### config.mk
export PLATFORM = sky130hd
export DESIGN_NAME = ais_delay
export DESIGN_NICKNAME = d
export VERILOG_FILES = /design/src/hw/rtl/ais_delay.sv
export SDC_FILE = /design/constraint.sdc
export NUM_CORES = 1
export LEC_CHECK = 0
export BUFFER_PORTS_ARGS = -buffer_cell sky130_fd_sc_hd__buf_4
export CAP_MARGIN = 30
export CORE_MARGIN = 5
export CORE_UTILIZATION = 45
export DETAILED_ROUTE_END_ITERATION = 8
export PLACE_DENSITY = 0.85
export SETUP_SLACK_MARGIN = 0.15
export SKIP_CTS_REPAIR_TIMING = 1
export SYNTH_ARGS = -nofsm -noshare
export SYNTH_HDL_FRONTEND = slang
export SYNTH_SLANG_ARGS = --single-unit
### constraint.sdc
create_clock -name clk -period 0.8 [get_ports clk]
set_input_delay 0.08 -clock clk [delete_from_list [all_inputs] [get_ports clk]]
set_output_delay 0.08 -clock clk [all_outputs]
set_load 0.01 [all_outputs]
### src/hw/rtl/ais_delay.sv
// shift line that carries side data and valid bits past the dividers
module ais_delay #(
    parameter int WIDTH = 8,
    parameter int DEPTH = 2
) (
    input  logic             clk,
    input  logic             rst_n,
    input  logic             en,
    input  logic             in_v,
    input  logic [WIDTH-1:0] in_d,
    output logic             out_v,
    output logic [WIDTH-1:0] out_d
);
    logic [DEPTH-1:0] v_reg;
    logic [WIDTH-1:0] d_reg [DEPTH];

    always_ff @(posedge clk or negedge rst_n)
    begin
        if (!rst_n)
            v_reg <= '0;
        else if (en)
            v_reg <= {v_reg[DEPTH-2:0], in_v};
    end

    always_ff @(posedge clk)
    begin
        if (en)
        begin
            d_reg[0] <= in_d;
            for (int k = 1; k < DEPTH; k++)
                d_reg[k] <= d_reg[k-1];
        end
    end

    assign out_v = v_reg[DEPTH-1];
    assign out_d = d_reg[DEPTH-1];

`ifndef ASSERT_OFF
    a_hold: assert property (@(posedge clk) disable iff (!rst_n)
        !en |=> $stable(v_reg))
        else $error("valid line moved during stall");
    a_enter: assert property (@(posedge clk) disable iff (!rst_n)
        en && in_v |=> v_reg[0])
        else $error("item lost entering delay line");
    a_shift: assert property (@(posedge clk) disable iff (!rst_n)
        en && v_reg[DEPTH-2] |=> out_v)
        else $error("item lost at end of delay line");
`endif

endmodule

==> out/results.ini, run 1 <==
[outcome]
violations = negative hold slack, negative setup slack
status = finished with violations

[setup_path]
arrival_ns = 0.82
worstPathCellList = buf_6
cp.required_ns = 0.72
crit_type = reg2out
startpoint_type = flop
crit_family = flip-flops
critPathLaunch = v_reg[1]$_DFFE_PN0P_
reg2reg_from = v_reg[1]$_DFFE_PN0P_
critPathMaxFanout = 2
cpMaxStageDelayCell = dfrtp_1
crit_path_end_kind = output port
max_stage_delay_ns = 0.41
cp.buffers_inverters = 1

[cells_and_area]
drive_gt1_frac = 0.565
stdcell_count = 61
final_cell_mix = edfxtp_1, buf_4, buf_6, clkbuf_4, dfrtp_1
area_delta_synth_final_pct = 31.8
nFillCells = 103
antenna_cells = 0
nets = 59
final_common_cell = edfxtp_1
largest_reg_flops = 16

[floorplanning]
core_area_um2 = 1300
die_w_um = 46.9
io_pins = 21
num_rows = 13
die_area_um2 = 2200
die_h_um = 46.9
start_util = 0.471

[synth]
synth.top_cell.area_share = 0.784
synthesis.area_um2 = 613
syn-instance-count = 28
syn_nets = 40
ys_seq_elements = 18
ys_types = 4
synth_area_leaders = edfxtp_1, buf_4, dfrtp_1, mux2_2
yosysWarnings = 0
synth_seq_area_share = 0.865
synth_top_cell_by_area = edfxtp_1
avgSynthCellArea_um2 = 21.9

[power_and_ir_drop]
combPwrFrac = 0.103
p_leak_nw = 0.326
p_sw_frac = 0.193
power_density_nw_per_um2 = 2170
p_sw_w = 0.000339
p_int_w = 0.00142
seqPwrFrac = 0.647
p_clk_frac = 0.250
max-vdd-ir-drop_v = 0.00104

[min_path]
min-delay-start = in_d[0]
min_path_type = in2reg

[cts]
clock_latency_ns = 0.28
cts_tree = done
cts_sinks = 18
htree_levels = 1
cts-root-buf = clkbuf_4
cts_buffer_depth = 2
numCtsBuffers = 3
clkTransAtPathRegs_ns = 0.09

[sta]
finalCritPeriodShare = 1.13
slew_violations = 0
fin_crit_ns = 0.902
layout_setup_ws_ns = -0.102
fmax_ghz = 1.11
hold-worst-slack_ns = -0.0308
hold_violations = 8
finalSetupViolations = 11
finalClockSkew_ns = 0.00207
tightest_slew_ns = 0.118
slew_headroom = 0.921
rsz0062_at_grt = true

[routing]
drc = 0
wirelength_um = 864
drtPass1Iterations = 2
route.detailed.wl_per_inst_um = 14.2
viasPerCell = 4.26
drtIter0Drc = 2
final_antenna_net_count = 0
vias = 260

[global_routing]
grt_pass1_vias = 269
antenna_found_initial = 0
grtUsageTotal = 0.0986
grt_pass1_wl_um = 1330
grt-ovfl-total = 0
grt_max_degree = 13

[placement]
place_worst_setup_slack_ns = 0.00475
gp_congestion = 0.554
io_buffers = 20
dpl.cell_count = 56

[run]
drv_cap = 0

through the flow:
step | TNS, ns | hold slack, ns | cell area, µm² | total power [W] | util
after floorplan | 0 | -0.216 | 613 | 0.00121 | -
after global placement | 0 | -0.137 | 742 | 0.00129 | 0.570
after detailed placement | 0 | -0.135 | 742 | 0.00131 | 0.570
after CTS | -0.854 | -0.440 | 768 | 0.00173 | 0.590
after global routing | -1.21 | -0.0572 | 808 | 0.00184 | 0.621
final | -0.756 | -0.0308 | 808 | 0.00175 | 0.621
cells by family after synthesis:
family / Yosys count / synth area share
mux: 2 / 0.0367
buf+inv: 8 / 0.0980
flops: 18 / 0.865
final cells by class:
class                           count  area (µm²)  share of cell area
Timing Repair Buffer               22         206               0.255
Tap cell                           15        18.8              0.0232
Sequential cell                    18         531               0.656
Multi-Input combinational cell      2        26.3              0.0325
Clock buffer                        4        26.3              0.0325
Yosys cell counts, drive strengths merged:
master	count
edfxtp	16
buf	8
dfrtp	2
mux2	2
layer usage:
| layer | up-vias | part of all wire | track usage |
|---|---|---|---|
| met5 | - | 0 | 0 |
| met4 | 0 | 0.0093 | 0.0829 |
| met3 | 2 | 0.084 | 0.0230 |
| met2 | 11 | 0.59 | 0.160 |
| met1 | 117 | 0.32 | 0.108 |
| li1 | 130 | - | - |
path summary, 6_finish.rpt:
check / to / cells after the start / slack [ns]
max: out_v / 1 / -0.10
min: d_reg[0][0]$_DFFE_PP_ / 1 / -0.03
max reg2reg: v_reg[1]$_DFFE_PN0P_ / 1 / -0.01
min reg2reg: d_reg[0][11]$_DFFE_PP_ / 0 / 0.43
max in group asynchronous: v_reg[0]$_DFFE_PN0P_ / 2 / 0.61
min in group asynchronous: v_reg[1]$_DFFE_PN0P_ / 2 / 0.11
power groups by stage:
stage | Clock (W) | Combinational (W) | Sequential, W
detailed placement | 0 | 0.000157 | 0.00115
global route | 0.000500 | 0.000191 | 0.00114
CTS | 0.000444 | 0.000159 | 0.00113
global placement | 0 | 0.000151 | 0.00114
finish | 0.000439 | 0.000180 | 0.00114
floorplan | 0 | 0.0000635 | 0.00115
Note: power is estimated with default switching activity, not from simulation.
==> inputs of run 2 (changes only) <==
CTS_BUF_LIST = sky130_fd_sc_hd__clkbuf_4 sky130_fd_sc_hd__clkbuf_8   (was default)
SKIP_CTS_REPAIR_TIMING = default   (was 1)
==> out/results.ini, run 2 (synthesis results as in run 1) <==
[routing]
wl_met2_um = 465
top_layer = met4
wl_met3_um = 72
route.detailed.wl_per_inst_um = 13.4
drtPass1Iterations = 2
m1WireLength_um = 273
drc = 0
vias = 260
drtIter0Drc = 4
wirelength_um = 820
viasPerCell = 4.26
final_antenna_net_count = 0

[sta]
finalClockSkew_ns = 0.00276
slew_violations = 0
hold_violations = 8
tightest_slew_ns = 0.121
hold-worst-slack_ns = -0.0285
finalCritPeriodShare = 1.12
slew_headroom = 0.920
fin_crit_ns = 0.896
layout_setup_ws_ns = -0.0962
rsz0062_at_grt = true
finalSetupViolations = 10
fin_setup_tns_ns = -0.715
fmax_ghz = 1.12

[cells_and_area]
nets = 59
stdcell_count = 61
largest_reg_flops = 16
final_common_cell = edfxtp_1
drive_gt1_frac = 0.587
multi_input_area_um2 = 26.3
final_cell_mix = edfxtp_1, buf_4, buf_6, clkbuf_4, dfrtp_1
nFillCells = 105
seq_area_um2 = 531
final_area_um2 = 816
antenna_cells = 0
area_delta_synth_final_pct = 33.1

[outcome]
status = finished with violations
violations = negative hold slack, negative setup slack

[setup_path]
cp.buffers_inverters = 1
reg2reg_from = v_reg[1]$_DFFE_PN0P_
critPathMaxFanout = 2
arrival_ns = 0.82
r2r_cells = 1
r2r_end = v_reg[1]$_DFFE_PN0P_
rrSetupSlack_ns = -0.01
max_stage_delay_ns = 0.41
crit_path_end_kind = output port
cp.required_ns = 0.72
crit_type = reg2out
startpoint_type = flop
crit_family = flip-flops
cpMaxStageDelayCell = dfrtp_1
worstPathCellList = buf_6

[cts]
cts_buffer_depth = 2
cts_setup_buffers = 0
cts_tree = done
clock_latency_ns = 0.28
numCtsBuffers = 3
cts_sinks = 18
clkTransAtPathRegs_ns = 0.09
cts-root-buf = clkbuf_4
htree_levels = 1
cts_hold_buf = 1

[global_routing]
grtUsageTotal = 0.0954
grt_max_degree = 13
grt_pass1_wl_um = 1320
antenna_found_initial = 0
grt_pass1_vias = 277
grt-ovfl-total = 0

[placement]
io_buffers = 20
gp_congestion = 0.554
placed_cell_area_um2 = 742
dpl.cell_count = 56

[power_and_ir_drop]
p_leak_nw = 0.330
totalPowerFinal_w = 0.00178
max-vdd-ir-drop_v = 0.00121
power_density_nw_per_um2 = 2180

[min_path]
min-delay-start = in_d[4]
whs_endpoint = d_reg[0][4]$_DFFE_PP_
hold_depth = 1
min_path_type = in2reg

[floorplanning]
core_area_um2 = 1300
die_w_um = 46.9
num_rows = 13
start_util = 0.471
die_h_um = 46.9
io_pins = 21
die_area_um2 = 2200

[run]
drv_cap = 0

-- run 2: cell counts in the layout (fill, tap and decap cells not counted) --
No cell type changed its count.
-- run 2: routing by layer --
metal,up-vias,GRT usage
met5,-,0
met4,0,0.0663
met3,2,0.0345
met2,11,0.149
met1,115,0.108
li1,132,-
-- run 2: area by class of cell --
class | instances | area share
Multi-Input combinational cell | 2 | 0.0322
Clock buffer | 4 | 0.0368
Timing Repair Buffer | 22 | 0.258
Tap cell | 15 | 0.0230
Sequential cell | 18 | 0.650
-- run 2: power by group --
group / internal, W / total (W) / switching [W]
combinational: 0.000118 / 0.000180 / 0.0000620
clock: 0.000227 / 0.000463 / 0.000235
sequential: 0.00111 / 0.00114 / 0.0000293
-- run 2: per-stage QoR --
| stage | util | setup WS, ns |
|---|---|---|
| 5_1_grt | 0.627 | -0.141 |
| 3_5_place_dp | 0.570 | 0.00475 |
| 6_report | 0.627 | -0.0962 |
| 2_1_floorplan | - | 0.0307 |
| 4_1_cts | 0.618 | -0.117 |
| 3_3_place_gp | 0.570 | 0.0751 |
-- run 2: repair_timing --
action                                  in CTS  in global routing
resized for setup                            6                  3
endpoints found under the setup margin      11                 11
endpoints found under the hold margin       10                  8
-- run 2: how the worst max path moves through the flow --
stage / slack [ns] / startpoint / cells after the start / to
floorplan: 0.03 / v_reg[1]$_DFFE_PN0P_ / 1 / v_reg[1]$_DFFE_PN0P_
global placement: 0.08 / v_reg[1]$_DFFE_PN0P_ / 1 / v_reg[1]$_DFFE_PN0P_
detailed placement: 0.005 / v_reg[1]$_DFFE_PN0P_ / 1 / v_reg[1]$_DFFE_PN0P_
CTS: -0.12 / v_reg[1]$_DFFE_PN0P_ / 1 / out_v
global route: -0.14 / v_reg[1]$_DFFE_PN0P_ / 1 / out_v
finish: -0.1 / v_reg[1]$_DFFE_PN0P_ / 1 / out_v
